$ cat src/rtl/was_pkg.sv
// Shared types, constants and helpers of the widget animation step pipeline.
`timescale 1ns / 1ps
`default_nettype none
package was_pkg;

    localparam int DIV_STEPS  = 8;
    localparam int DIV_STAGES = 6;

    localparam logic [9:0]  US_PER_MS   = 10'd1000;
    // floor(r / 1000) == (r * RECIP_1000) >> RECIP_SHIFT for every r below 2^25
    localparam logic [25:0] RECIP_1000  = 26'd34359739;
    localparam int          RECIP_SHIFT = 35;
    // floor(x / 15) == (x * RECIP_15) >> 16 for every x below 2^12
    localparam logic [12:0] RECIP_15    = 13'd4370;
    localparam int          RECIP_15_SH = 16;

    localparam logic [3:0] MASK_X   = 4'b0001;
    localparam logic [3:0] MASK_Y   = 4'b0010;
    localparam logic [3:0] MASK_FG  = 4'b0100;
    localparam logic [3:0] MASK_VIS = 4'b1000;

    typedef enum logic [2:0] {
        MODE_NONE     = 3'd0,
        MODE_BLINK    = 3'd1,
        MODE_FADE_IN  = 3'd2,
        MODE_FADE_OUT = 3'd3,
        MODE_SLIDE    = 3'd4,
        MODE_PULSE    = 3'd5,
        MODE_BOUNCE   = 3'd6
    } mode_t;

    typedef enum logic [1:0] {
        DIR_LEFT  = 2'd0,
        DIR_RIGHT = 2'd1,
        DIR_UP    = 2'd2,
        DIR_DOWN  = 2'd3
    } dir_t;

    typedef struct packed {
        logic [2:0]  mode;
        logic [1:0]  dir;
        logic [14:0] dur;
        logic        neg;
        logic [15:0] ox;
        logic [15:0] oy;
        logic [7:0]  ofg;
        logic        ovis;
        logic [15:0] ww;
        logic [15:0] wh;
        logic        done;
    } fld_t;

    typedef struct packed {
        fld_t        f;
        logic [24:0] du;
        logic [47:0] dvd;
        logic [24:0] rem;
        logic        qlsb;
        logic        qnz;
    } div_t;

    typedef struct packed {
        logic [15:0] pos_x;
        logic [15:0] pos_y;
        logic [7:0]  fg_level;
        logic        visible;
        logic [3:0]  write_mask;
        logic        done_out;
        logic        running;
    } res_t;

    function automatic logic [15:0] clamp_coord(input logic signed [19:0] v);
        logic [15:0] r;
        if (v < 20'sd0) begin
            r = 16'd0;
        end else if (v > 20'sd65535) begin
            r = 16'hFFFF;
        end else begin
            r = v[15:0];
        end
        return r;
    endfunction

endpackage
`default_nettype wire

$ cat src/rtl/was_div_stage.sv
// One registered stage of eight restoring division steps.
`timescale 1ns / 1ps
`default_nettype none
module was_div_stage (
    input  wire logic        aclk,
    input  wire logic        aresetn,
    input  wire logic        en,
    input  wire logic        in_valid,
    input  was_pkg::div_t    in_d,
    output logic             out_valid,
    output was_pkg::div_t    out_d
);

    logic          valid_reg;
    was_pkg::div_t data_reg;
    was_pkg::div_t data_next;

    always_comb begin
        logic [25:0] t;
        data_next = in_d;
        for (int i = 0; i < was_pkg::DIV_STEPS; i++) begin
            t = {data_next.rem, data_next.dvd[47]};
            data_next.dvd = {data_next.dvd[46:0], 1'b0};
            if (t >= {1'b0, data_next.du}) begin
                data_next.rem  = 25'(t - {1'b0, data_next.du});
                data_next.qlsb = 1'b1;
                data_next.qnz  = 1'b1;
            end else begin
                data_next.rem  = t[24:0];
                data_next.qlsb = 1'b0;
            end
        end
    end

    always_ff @(posedge aclk) begin
        if (!aresetn) begin
            valid_reg <= 1'b0;
        end else if (en) begin
            valid_reg <= in_valid;
        end
    end

    always_ff @(posedge aclk) begin
        if (en) begin
            data_reg <= data_next;
        end
    end

    assign out_valid = valid_reg;
    assign out_d     = data_reg;

endmodule
`default_nettype wire

$ cat config.mk
export PLATFORM = sky130hd
export DESIGN_NAME = was_div_stage
export DESIGN_NICKNAME = d
export VERILOG_FILES = /design/src/rtl/was_pkg.sv /design/src/rtl/was_div_stage.sv
export SDC_FILE = /design/constraint.sdc
export NUM_CORES = 1
export LEC_CHECK = 0
export BUFFER_PORTS_ARGS = -buffer_cell sky130_fd_sc_hd__buf_2
export CORE_ASPECT_RATIO = 0.8
export CORE_MARGIN = 8
export CORE_UTILIZATION = 35
export CTS_CLUSTER_DIAMETER = 150
export DETAILED_ROUTE_END_ITERATION = 10
export REMOVE_ABC_BUFFERS = 1
export SYNTH_ARGS = -nofsm -noshare
export SYNTH_HDL_FRONTEND = slang
export SYNTH_SLANG_ARGS = --single-unit
$ cat constraint.sdc
create_clock -name aclk -period 69.6 [get_ports aclk]
set_input_delay 13.92 -clock aclk [delete_from_list [all_inputs] [get_ports aclk]]
set_output_delay 13.92 -clock aclk [all_outputs]
set_load 0.02 [all_outputs]
==> impl_metrics.env <==
export IMPL_clockRootBuffer="clkbuf_16"
export IMPL_finalHoldViolations=0
export IMPL_post_cts_buffers=0
export IMPL_drv_slew=0
export IMPL_syn_area_sq_um=17900
export IMPL_crit_type="in -> reg"
export IMPL_die_w_microns=269
export IMPL_r2r_end="out_valid"
export IMPL_rsz0062_at_grt="no"
export IMPL_hold_end="out_valid"
export IMPL_diodes=0
export IMPL_drv_cap=0
export IMPL_avgSynthCellArea_sq_um=9.80
export IMPL_area_delta_synth_final_pct=18.5
export IMPL_clockBufferDepth=2
export IMPL_grt_pass1_wl_mm=83.4
export IMPL_yosys_area_top_type_share=0.314
export IMPL_required_ps=69770
export IMPL_dpl_hpwl_mm=45.6
export IMPL_fmax_mhz=23.7
export IMPL_arrival_ps=42360
export IMPL_fillers=5034
export IMPL_cts_made_buffers=17
export IMPL_fin_crit_ps=42190
export IMPL_yosysSeqAreaShare=0.316
export IMPL_yosysWarnings=0
export IMPL_setup_tns_ps=0
export IMPL_vias=15400
export IMPL_postCtsHoldBufs=0
export IMPL_placed_cell_area_sq_um=20500
export IMPL_postSynth_asyncResetShare=0
export IMPL_synth_area_top_cells="edfxtp_1 (31%), ha_1 (14%), mux2_2 (7.3%)"
export IMPL_wl_per_cell_microns=19.0
export IMPL_clk_latency_ps=430
export IMPL_rrSetupSlack_ps=69000
export IMPL_yosysTopAreaCell="edfxtp_1"
export IMPL_cp_top_family="compound AO/OA/AOI/OAI gates"
export IMPL_ios=395
export IMPL_drt_total_wl_mm=55.1
export IMPL_outcome="finished clean"
export IMPL_skew_ps=0
export IMPL_synth_ff_type="edfxtp_1"
export IMPL_drive_above_1_share=0.267
export IMPL_viasPerCell=5.31
export IMPL_critPathSlowestCell="a2111o_1"
export IMPL_clk_pin_slew_worst_paths_ps=70
export IMPL_worstHoldStart="out_valid"
export IMPL_ys_ff_latch=188
export IMPL_hold_path_class="reg -> reg"
export IMPL_synthCells=1823
export IMPL_cts_tree="yes"
export IMPL_worstPathBufferInverterCount=8
export IMPL_max_stage_delay_ps=610
export IMPL_dieArea_sq_um=58600
export IMPL_antenna_found_initial=0
export IMPL_finalNetCount=2610
export IMPL_slew_headroom=0.294
export IMPL_critPathMaxFanout=43
export IMPL_post_cts_resized=0
export IMPL_ant_nets=0
export IMPL_io_buffers=385
export IMPL_synth_edf_count=187
export IMPL_grt_max_degree=112
export IMPL_drtIter0Drc=1305
export IMPL_htree_levels=4
export IMPL_hold_depth=2
export IMPL_grt_pass1_vias=15000
export IMPL_grt_util_all_layers=0.178
export IMPL_synth_distinct_cells=91
export IMPL_initial_core_util=0.352
export IMPL_reg2reg_depth=2
export IMPL_routabilityCongestion=0.891
export IMPL_rows=74
export IMPL_die_y_microns=218
export IMPL_fin_crit_sh=0.606
export IMPL_drt_first_pass_iters=5
export IMPL_tightest_slew_ps=1060
export IMPL_setup_violations=0
export IMPL_drcViolationCount=0
export IMPL_final_area_sq_um=21200
export IMPL_coreArea_sq_um=50700
export IMPL_r2r_start="out_valid"
export IMPL_crit_path_end_kind="flip-flop"
export IMPL_cts_sinks=188
export IMPL_critical_path_startpoint_type="primary input"
export IMPL_gr_total_overflow=0
## layout make-up
class	instances	area, sq um	area share
Multi-Input combinational cell	1498	11600	0.550
Sequential cell	188	5640	0.266
Timing Repair Buffer	394	2000	0.0947
Tap cell	684	856	0.0404
Clock buffer	17	425	0.0201
Inverter	104	393	0.0186
Clock inverter	15	201	0.00952
## stage by stage
step	utilization	std cells	hold WS (ps)	setup slack [ps]
after CTS	0.417	2900	535	27910
final	0.417	2900	529	27410
after floorplan	-	1790	589	30530
after detailed placement	0.405	2868	518	27630
after global placement	0.405	2868	503	27950
after global routing	0.417	2900	577	25630
## placed cells by master (no fill, tap or decap), types with 11 or more instances in the layout
cell and count:
edfxtp_1 187, and3_1 11, a21boi_0 12, mux2_2 116
a21o_1 65, nor2_1 108, buf_2 384, nand2_1 111
o21a_1 37, xor2_1 52, nor2b_1 28, nand4_1 28
o31ai_1 12, a21oi_1 138, ha_1 200, o211ai_1 12
nand3_1 33, mux2i_1 35, o21ai_0 97, or3_1 17
a211oi_1 20, clkbuf_16 17, inv_1 103, mux2_4 12
nor3_1 39, xnor2_1 104, o21bai_1 19, nand2b_1 24
## registers in the layout, summed over array words and instances, names as in the netlist
| signal | cells |
|---|---|
| out_d | 187 |
| out_valid | 1 |
## layer usage
metal	vias up	global-route usage	routed length [microns]
met1	7314	0.252	25800
met3	51	0.0185	2390
met4	0	0.0339	631
met5	-	0	0
met2	397	0.291	26200
li1	7626	-	-
## worst max path at each step
stage | depth (start not counted) | to | from
after CTS | 103 | out_d[22] | in_d[76]
after global routing | 103 | out_d[25] | in_d[76]
after floorplan | 95 | out_d[10] | in_d[76]
final | 103 | out_d[22] | in_d[76]
after global placement | 103 | out_d[24] | in_d[76]
after detailed placement | 103 | out_d[24] | in_d[76]
## synth_stat cells, drive strengths merged (14+ instances only)
cell type	count
a211oi	22
o31ai	14
inv	104
xor2	52
mux2i	37
xnor2	104
o21ai	100
nand2	111
nor2b	28
nor3	40
or3	19
o21a	37
edfxtp	187
buf	23
nand4	28
a21o	65
clkbuf	17
nor2	109
o21bai	19
nand3	33
ha	200
a21oi	142
nand2b	24
mux2	129
## kinds of logic (layout without fill, tap and decap cells)
kind of cell	Yosys count	in the layout	share of synthesized area
adder cells (fa/ha/maj)	208	208	0.149
multiplexers	166	166	0.105
buffers and inverters	144	530	0.0345
XOR/XNOR	156	156	0.0765
AND/OR/NAND/NOR	452	452	0.126
AO/OA/AOI/OAI	508	508	0.193
other	1	8	0.000210
flip-flops	188	188	0.316
## worst reg2reg max path, cell delays in order, from the launching register on
cell and delay, ps:
dfxtp_1 310, mux2i_1 120, nor2b_1 60
Power is not shown: default switching activity piles up to over one toggle a cycle in this logic, so the estimate is an artifact.
