===== src/rtl/was_pkg.sv =====
// Shared types, constants and helpers of the widget animation step pipeline.
`timescale 1ns / 1ps
`default_nettype none
package was_pkg;

    localparam int DIV_STEPS  = 8;
    localparam int DIV_STAGES = 6;

    localparam logic [9:0]  US_PER_MS   = 10'd1000;
    // floor(r / 1000) == (r * RECIP_1000) >> RECIP_SHIFT for every r below 2^25
    localparam logic [25:0] RECIP_1000  = 26'd34359739;
    localparam int          RECIP_SHIFT = 35;
    // floor(x / 15) == (x * RECIP_15) >> 16 for every x below 2^12
    localparam logic [12:0] RECIP_15    = 13'd4370;
    localparam int          RECIP_15_SH = 16;

    localparam logic [3:0] MASK_X   = 4'b0001;
    localparam logic [3:0] MASK_Y   = 4'b0010;
    localparam logic [3:0] MASK_FG  = 4'b0100;
    localparam logic [3:0] MASK_VIS = 4'b1000;

    typedef enum logic [2:0] {
        MODE_NONE     = 3'd0,
        MODE_BLINK    = 3'd1,
        MODE_FADE_IN  = 3'd2,
        MODE_FADE_OUT = 3'd3,
        MODE_SLIDE    = 3'd4,
        MODE_PULSE    = 3'd5,
        MODE_BOUNCE   = 3'd6
    } mode_t;

    typedef enum logic [1:0] {
        DIR_LEFT  = 2'd0,
        DIR_RIGHT = 2'd1,
        DIR_UP    = 2'd2,
        DIR_DOWN  = 2'd3
    } dir_t;

    typedef struct packed {
        logic [2:0]  mode;
        logic [1:0]  dir;
        logic [14:0] dur;
        logic        neg;
        logic [15:0] ox;
        logic [15:0] oy;
        logic [7:0]  ofg;
        logic        ovis;
        logic [15:0] ww;
        logic [15:0] wh;
        logic        done;
    } fld_t;

    typedef struct packed {
        fld_t        f;
        logic [24:0] du;
        logic [47:0] dvd;
        logic [24:0] rem;
        logic        qlsb;
        logic        qnz;
    } div_t;

    typedef struct packed {
        logic [15:0] pos_x;
        logic [15:0] pos_y;
        logic [7:0]  fg_level;
        logic        visible;
        logic [3:0]  write_mask;
        logic        done_out;
        logic        running;
    } res_t;

    function automatic logic [15:0] clamp_coord(input logic signed [19:0] v);
        logic [15:0] r;
        if (v < 20'sd0) begin
            r = 16'd0;
        end else if (v > 20'sd65535) begin
            r = 16'hFFFF;
        end else begin
            r = v[15:0];
        end
        return r;
    endfunction

endpackage
`default_nettype wire


===== src/rtl/was_tail.sv =====
// Fraction, phase, scaling and result stages after the long division.
`timescale 1ns / 1ps
`default_nettype none
module was_tail (
    input  wire logic        aclk,
    input  wire logic        aresetn,
    input  wire logic        en,
    input  wire logic        in_valid,
    input  was_pkg::div_t    in_d,
    output logic             out_valid,
    output was_pkg::res_t    out_r
);

    typedef struct packed {
        was_pkg::fld_t f;
        logic          qlsb;
        logic          qnz;
        logic [7:0]    f8;
        logic          fnz;
        logic [3:0]    p15;
        logic [14:0]   ph;
    } t1_t;

    typedef struct packed {
        was_pkg::fld_t      f;
        logic               qlsb;
        logic               qnz;
        logic [14:0]        hf;
        logic [19:0]        num;
        logic signed [27:0] sx;
        logic signed [27:0] sy;
        logic [11:0]        fprod;
    } t2_t;

    typedef struct packed {
        was_pkg::fld_t f;
        logic          qlsb;
        logic          qnz;
        logic [5:0]    q6;
        logic [15:0]   spx;
        logic [15:0]   spy;
        logic [7:0]    fgv;
    } t3_t;

    typedef struct packed {
        was_pkg::fld_t f;
        logic          qlsb;
        logic          qnz;
        logic [15:0]   spx;
        logic [15:0]   spy;
        logic [7:0]    fgv;
        logic [6:0]    lo;
        logic [11:0]   pp;
        logic [15:0]   bpy;
    } t4_t;

    logic [3:0]    valid_reg;
    logic          out_valid_reg;
    t1_t           t1_reg, t1_next;
    t2_t           t2_reg, t2_next;
    t3_t           t3_reg, t3_next;
    t4_t           t4_reg, t4_next;
    was_pkg::res_t res_reg, res_next;

    // fractional bits of r/du, floor(15r/du) and the millisecond phase
    always_comb begin
        logic [24:0] fr;
        logic [25:0] t;
        logic [28:0] n15;
        logic [24:0] pr;
        logic [50:0] prod;
        t1_next.f    = in_d.f;
        t1_next.qlsb = in_d.qlsb;
        t1_next.qnz  = in_d.qnz;
        t1_next.f8   = '0;
        t1_next.p15  = '0;
        fr = in_d.rem;
        for (int i = 0; i < 8; i++) begin
            t = {fr, 1'b0};
            if (t >= {1'b0, in_d.du}) begin
                fr = 25'(t - {1'b0, in_d.du});
                t1_next.f8[7-i] = 1'b1;
            end else begin
                fr = t[24:0];
            end
        end
        t1_next.fnz = |fr;
        n15 = {in_d.rem, 4'b0000} - {4'b0000, in_d.rem};
        pr  = n15[28:4];
        for (int i = 0; i < 4; i++) begin
            t = {pr, n15[3-i]};
            if (t >= {1'b0, in_d.du}) begin
                pr = 25'(t - {1'b0, in_d.du});
                t1_next.p15[3-i] = 1'b1;
            end else begin
                pr = t[24:0];
            end
        end
        prod = 51'(in_d.rem) * 51'(was_pkg::RECIP_1000);
        t1_next.ph = prod[was_pkg::RECIP_SHIFT +: 15];
    end

    // triangle numerator, slide offsets and fade product
    always_comb begin
        logic [4:0]         amp;
        logic [4:0]         kk;
        logic [14:0]        base;
        logic [8:0]         rem9;
        logic signed [17:0] dx;
        logic signed [17:0] dy;
        logic [3:0]         fm;
        t2_next.f    = t1_reg.f;
        t2_next.qlsb = t1_reg.qlsb;
        t2_next.qnz  = t1_reg.qnz;
        t2_next.hf   = (t1_reg.f.dur[14:1] == 14'd0) ? 15'd1 : {1'b0, t1_reg.f.dur[14:1]};
        if (t1_reg.f.wh[15:1] == 15'd0) begin
            amp = 5'd1;
        end else if (t1_reg.f.wh[15:1] > 15'd16) begin
            amp = 5'd16;
        end else begin
            amp = t1_reg.f.wh[5:1];
        end
        kk = (t1_reg.f.mode == was_pkg::MODE_PULSE) ? 5'd15 : amp;
        if (t1_reg.f.neg || (t1_reg.ph < t2_next.hf)) begin
            base = t1_reg.ph;
        end else begin
            base = t1_reg.f.dur - t1_reg.ph;
        end
        t2_next.num = 20'(base) * 20'(kk);
        rem9 = 9'd256 - 9'(t1_reg.f8) - 9'(t1_reg.fnz);
        dx = 18'sd0;
        dy = 18'sd0;
        case (t1_reg.f.dir)
            was_pkg::DIR_LEFT: begin
                dx = -$signed({2'b00, t1_reg.f.ww}) - $signed({{2{t1_reg.f.ox[15]}}, t1_reg.f.ox});
            end
            was_pkg::DIR_RIGHT: begin
                dx = 18'sd256;
            end
            was_pkg::DIR_UP: begin
                dy = -$signed({2'b00, t1_reg.f.wh}) - $signed({{2{t1_reg.f.oy[15]}}, t1_reg.f.oy});
            end
            default: begin
                dy = 18'sd128;
            end
        endcase
        t2_next.sx = dx * $signed({1'b0, rem9});
        t2_next.sy = dy * $signed({1'b0, rem9});
        fm = (t1_reg.f.mode == was_pkg::MODE_FADE_IN) ? t1_reg.p15 : 4'd15 - t1_reg.p15;
        t2_next.fprod = 12'(t1_reg.f.ofg) * 12'(fm);
    end

    // divide by the half period, finish slide and fade values
    always_comb begin
        logic [14:0]        rr;
        logic [15:0]        t;
        logic signed [27:0] ax;
        logic signed [27:0] ay;
        logic signed [27:0] tx;
        logic signed [27:0] ty;
        logic [24:0]        fp;
        t3_next.f    = t2_reg.f;
        t3_next.qlsb = t2_reg.qlsb;
        t3_next.qnz  = t2_reg.qnz;
        t3_next.q6   = '0;
        rr = {1'b0, t2_reg.num[19:6]};
        for (int i = 0; i < 6; i++) begin
            t = {rr, t2_reg.num[5-i]};
            if (t >= {1'b0, t2_reg.hf}) begin
                rr = 15'(t - {1'b0, t2_reg.hf});
                t3_next.q6[5-i] = 1'b1;
            end else begin
                rr = t[14:0];
            end
        end
        // round toward zero before the shift
        ax = t2_reg.sx[27] ? t2_reg.sx + 28'sd255 : t2_reg.sx;
        ay = t2_reg.sy[27] ? t2_reg.sy + 28'sd255 : t2_reg.sy;
        tx = ax >>> 8;
        ty = ay >>> 8;
        t3_next.spx = was_pkg::clamp_coord(
            $signed({{4{t2_reg.f.ox[15]}}, t2_reg.f.ox}) + $signed(tx[19:0]));
        t3_next.spy = was_pkg::clamp_coord(
            $signed({{4{t2_reg.f.oy[15]}}, t2_reg.f.oy}) + $signed(ty[19:0]));
        fp = 25'(t2_reg.fprod) * 25'(was_pkg::RECIP_15);
        t3_next.fgv = fp[was_pkg::RECIP_15_SH +: 8];
    end

    // pulse level product and bounce position
    always_comb begin
        logic [3:0]        pv;
        logic signed [6:0] off;
        t4_next.f    = t3_reg.f;
        t4_next.qlsb = t3_reg.qlsb;
        t4_next.qnz  = t3_reg.qnz;
        t4_next.spx  = t3_reg.spx;
        t4_next.spy  = t3_reg.spy;
        t4_next.fgv  = t3_reg.fgv;
        if (t3_reg.f.neg) begin
            pv = 4'd0;
        end else if (t3_reg.q6 > 6'd15) begin
            pv = 4'd15;
        end else begin
            pv = t3_reg.q6[3:0];
        end
        t4_next.lo = t3_reg.f.ofg[7:1];
        t4_next.pp = 12'(t3_reg.f.ofg - {1'b0, t3_reg.f.ofg[7:1]}) * 12'(pv);
        off = t3_reg.f.neg ? -$signed({1'b0, t3_reg.q6}) : $signed({1'b0, t3_reg.q6});
        t4_next.bpy = was_pkg::clamp_coord(
            $signed({{4{t3_reg.f.oy[15]}}, t3_reg.f.oy}) - $signed({{13{off[6]}}, off}));
    end

    // select the written fields by mode
    always_comb begin
        logic [24:0] pq;
        logic [8:0]  fpul;
        logic        dur_nz;
        logic        act;
        pq     = 25'(t4_reg.pp) * 25'(was_pkg::RECIP_15);
        fpul   = {2'b00, t4_reg.lo} + {1'b0, pq[was_pkg::RECIP_15_SH +: 8]};
        dur_nz = |t4_reg.f.dur;
        act    = dur_nz && !t4_reg.f.done;
        res_next          = '0;
        res_next.done_out = t4_reg.f.done;
        case (t4_reg.f.mode)
            was_pkg::MODE_BLINK: begin
                res_next.running = 1'b1;
                if (dur_nz) begin
                    res_next.visible    = t4_reg.qlsb ? 1'b0 : t4_reg.f.ovis;
                    res_next.write_mask = was_pkg::MASK_VIS;
                end
            end
            was_pkg::MODE_FADE_IN, was_pkg::MODE_FADE_OUT: begin
                if (act) begin
                    if (t4_reg.f.mode == was_pkg::MODE_FADE_IN) begin
                        res_next.fg_level   = t4_reg.qnz ? t4_reg.f.ofg : t4_reg.fgv;
                        res_next.visible    = t4_reg.f.ovis;
                        res_next.write_mask = was_pkg::MASK_FG | was_pkg::MASK_VIS;
                    end else begin
                        res_next.fg_level   = t4_reg.qnz ? 8'd0 : t4_reg.fgv;
                        res_next.write_mask = was_pkg::MASK_FG;
                    end
                    res_next.done_out = t4_reg.qnz;
                end
                res_next.running = !res_next.done_out;
            end
            was_pkg::MODE_SLIDE: begin
                if (act) begin
                    res_next.pos_x      = t4_reg.qnz ? t4_reg.f.ox : t4_reg.spx;
                    res_next.pos_y      = t4_reg.qnz ? t4_reg.f.oy : t4_reg.spy;
                    res_next.write_mask = was_pkg::MASK_X | was_pkg::MASK_Y;
                    res_next.done_out   = t4_reg.qnz;
                end
                res_next.running = !res_next.done_out;
            end
            was_pkg::MODE_PULSE: begin
                res_next.running = 1'b1;
                if (dur_nz) begin
                    res_next.fg_level   = (fpul > 9'd15) ? 8'd15 : fpul[7:0];
                    res_next.write_mask = was_pkg::MASK_FG;
                end
            end
            was_pkg::MODE_BOUNCE: begin
                res_next.running = 1'b1;
                if (dur_nz) begin
                    res_next.pos_y      = t4_reg.bpy;
                    res_next.write_mask = was_pkg::MASK_Y;
                end
            end
            default: begin
                res_next.running = 1'b0;
            end
        endcase
    end

    always_ff @(posedge aclk) begin
        if (!aresetn) begin
            valid_reg     <= '0;
            out_valid_reg <= 1'b0;
        end else if (en) begin
            valid_reg     <= {valid_reg[2:0], in_valid};
            out_valid_reg <= valid_reg[3];
        end
    end

    always_ff @(posedge aclk) begin
        if (en) begin
            t1_reg  <= t1_next;
            t2_reg  <= t2_next;
            t3_reg  <= t3_next;
            t4_reg  <= t4_next;
            res_reg <= res_next;
        end
    end

    assign out_valid = out_valid_reg;
    assign out_r     = res_reg;

endmodule
`default_nettype wire


===== config.mk =====
export PLATFORM = sky130hd
export DESIGN_NAME = was_tail
export DESIGN_NICKNAME = d
export VERILOG_FILES = /design/src/rtl/was_pkg.sv /design/src/rtl/was_tail.sv
export SDC_FILE = /design/constraint.sdc
export NUM_CORES = 2
export LEC_CHECK = 0
export ABC_CLOCK_PERIOD_IN_PS = 23200
export BUFFER_PORTS_ARGS = -buffer_cell sky130_fd_sc_hd__buf_2
export CAP_MARGIN = 0
export CELL_PAD_IN_SITES_DETAIL_PLACEMENT = 1
export CELL_PAD_IN_SITES_GLOBAL_PLACEMENT = 2
export CORE_ASPECT_RATIO = 1.25
export CORE_MARGIN = 1.5
export CORE_UTILIZATION = 31
export CTS_CLUSTER_DIAMETER = 40
export DETAILED_ROUTE_END_ITERATION = 6
export GPL_TIMING_DRIVEN = 0
export PLACE_DENSITY_LB_ADDON = 0.25
export SETUP_SLACK_MARGIN = 0.2
export SYNTH_ARGS = -nofsm -noshare
export SYNTH_HDL_FRONTEND = slang
export SYNTH_SLANG_ARGS = --single-unit

===== constraint.sdc =====
create_clock -name aclk -period 23.2 [get_ports aclk]
set_input_delay 1.16 -clock aclk [delete_from_list [all_inputs] [get_ports aclk]]
set_output_delay 1.16 -clock aclk [all_outputs]
set_load 0.005 [all_outputs]

==> flow_summary.ini <==
[status]
status = complete, no violations

[setup_path]
cp-start-kind = input pin
r2r_cells = 100
r2r_slack_ns = 1.10
worstSetupEndpointType = register
worst-endpoint-required_ns = 23.59
cp_slowest_cell = a2111o_1
worst-setup-path-type = input pin to register
r2r-start = t2_reg[89]
cp.arrival_ns = 22.84
crit_fanout = 10
cpPeakStageDelay_ns = 0.45
r2r_end = t3_reg[40]

[detailed_routing]
wl_mm = 243
first_pass_iters = 5
avgViaCountPerCell = 4.99
wire_per_inst_um = 21.3
first_iter_violations = 1697
drc = 0
vias = 57000
drtAntennaViolNets = 0

[cts]
cts_tree = built
clk_latency_ns = 0.66
cts_max_level = 3
postCtsHoldBufs = 0
cts_buffers = 79
cts.sinks = 581
ctsRootBufferMaster = clkbuf_16
path_clk_slew_ns = 0.06
clockBufferDepth = 3

[sta]
worst_pin_slew_ns = 1.37
fmaxAchievable_ghz = 0.0445
skew_ns = 0.0232
tns_ns = 0
hold_ws_ns = 0.409
finalHoldViolCount = 0
rsz0062_at_grt = true
slew_violations = 0
fin_ws_ns = 0.750
setup_viol = 0
min_period_ns = 22.45
relSlewSlack_pct = 8.73
final.period_utilization_pct = 96.8

[grt]
grt_use_total_pct = 20.0
grt_antenna_before_repair = 14
grt_pass1_wl_mm = 369
grt_start_max_net_pins = 125
grt-ovfl-total = 0
grt_pass1_vias = 62400

[min_path]
hold_depth = 0
hp-class = register to register
holdPathEnd = t3_reg[134]
hold_start = t2_reg[191]

[floorplanning]
dieHeight_um = 547
rows = 199
start_util_pct = 31.2
core_area_um2 = 236000
die-area_um2 = 240000
pin_count = 247
fp.dieW_um = 439

[synth]
avgSynthCellArea_um2 = 9.48
ys_seq_area_share_pct = 23.7
synth_cell_type_count = 100
syn-cell-area_um2 = 73500
synth_cells = 7755
synth_flop_cell = edfxtp_1
syn-num-nets = 9659
yosysWarnings = 0
synth-async-reset-ratio_pct = 0
ys_ff_latch = 581
synth_edf_count = 576

[cells_and_area]
multi_input_area_um2 = 52700
fill_cells = 27000
layout_common_cells = inv_1 (1156), ha_1 (1076), nor2_1 (603)
final_common_cell = inv_1
largest_reg_flops = 165
syn_to_final_growth_pct = 15.9
drive_above_1_share_pct = 12.4
seq_area_um2 = 17400
nets = 10100

[placement]
place.gp.congestion = 0.854
dp_slack_ns = -7.43
io_buffers = 198
post-dp-hpwl_mm = 197

[flow_run]
max_cap_violations = 0
## synth_stat cells, types with 9 or more instances
master     instances  area [um2]
a211oi_1          20         150
a21boi_0          56         420
a21o_1           181        1360
a21oi_1          449        2250
a221o_1            9        90.1
a31o_2            13         114
a31oi_1           27         169
and2_1            55         344
and3_1            45         282
and4_1            11        96.3
buf_1             17        63.8
clkbuf_1         111         417
edfxtp_1         576       17300
fa_1             574       11500
ha_1            1131       14200
inv_1           1184        4440
mux2_2           110        1240
mux2i_1           85         851
nand2_1          499        1870
nand2b_1         105         657
nand3_1          125         626
nand4_1           69         432
nor2_1           613        2300
nor2b_1          116         726
nor3_1           103         515
nor3b_1            9        67.6
nor4_1            40         250
o2111ai_1          9        78.8
o211ai_1          19         143
o21a_1            98         736
o21ai_0          336        1680
o21bai_1         113         848
o221ai_1          12         105
o31a_1            10        87.6
o31ai_1           38         285
o41ai_1           10        87.6
or2_2             41         257
or3_1             34         213
xnor2_1          391        3420
xor2_1           138        1210
## per-stage QoR
stage / instances / area, um2 / utilization, %
after global placement: 11100 / 78500 / 33.3
after CTS: 11300 / 83500 / 35.4
after global routing: 11400 / 85200 / 36.2
after floorplan: 7755 / 73600 / -
after detailed placement: 11100 / 78700 / 33.4
final: 11400 / 85200 / 36.2
## kinds of logic after synthesis
logic type      after synthesis  synth area share (%)
xor+xnor                    529                  6.30
flops                       581                  23.7
mux                         204                  3.02
fa+ha+maj                  1705                  34.9
compound gates             1509                  13.2
simple gates               1897                  12.1
buf+inv                    1330                  6.87
## critical path, delay by kind of cell
kind | cells | cell delay [ns]
AOI/OAI and AO/OA | 58 | 11.05
xor gates and xnor gates | 1 | 0.08
adders and majority gates | 8 | 2.23
buffers and inverters | 25 | 3.19
muxes | 6 | 1.78
and+or+nand+nor | 19 | 3.25
## metal layers
metal	up-vias	part of all wire (%)	GRT usage, %
met3	313	2.1	1.47
met1	28500	39	22.2
li1	27500	-	-
met5	-	0.031	0
met2	610	54	39.1
met4	12	4.5	7.55
## worst max path at each step
stage | startpoint | end
6_report | in_d[85] | t1_reg[19]
5_1_grt | t2_reg[89] | t3_reg[40]
4_1_cts | in_d[88] | t1_reg[19]
3_5_place_dp | in_d[88] | t1_reg[19]
3_3_place_gp | in_d[88] | t1_reg[19]
2_1_floorplan | in_d[75] | t1_reg[19]
## layout make-up
type                    instances  share of cell area (%)
diodes                          6                  0.0176
inverters                    1190                    5.41
repair buffers                397                    3.40
clock inverters                59                   0.869
plain buffers                 140                    1.08
well taps                    3115                    4.57
multi-input cells            5844                    61.8
flip-flops and latches        581                    20.4
clock buffers                  86                    2.40
## what timing repair did
action | CTS | global route
gates cloned | 0 | 6
pin swaps | 64 | 92
endpoints found under the setup margin | 4 | 3
gates resized for setup | 265 | 202
setup buffers | 94 | 92
Power is not shown: default switching activity piles up to over one toggle a cycle in this logic, so the estimate is an artifact.
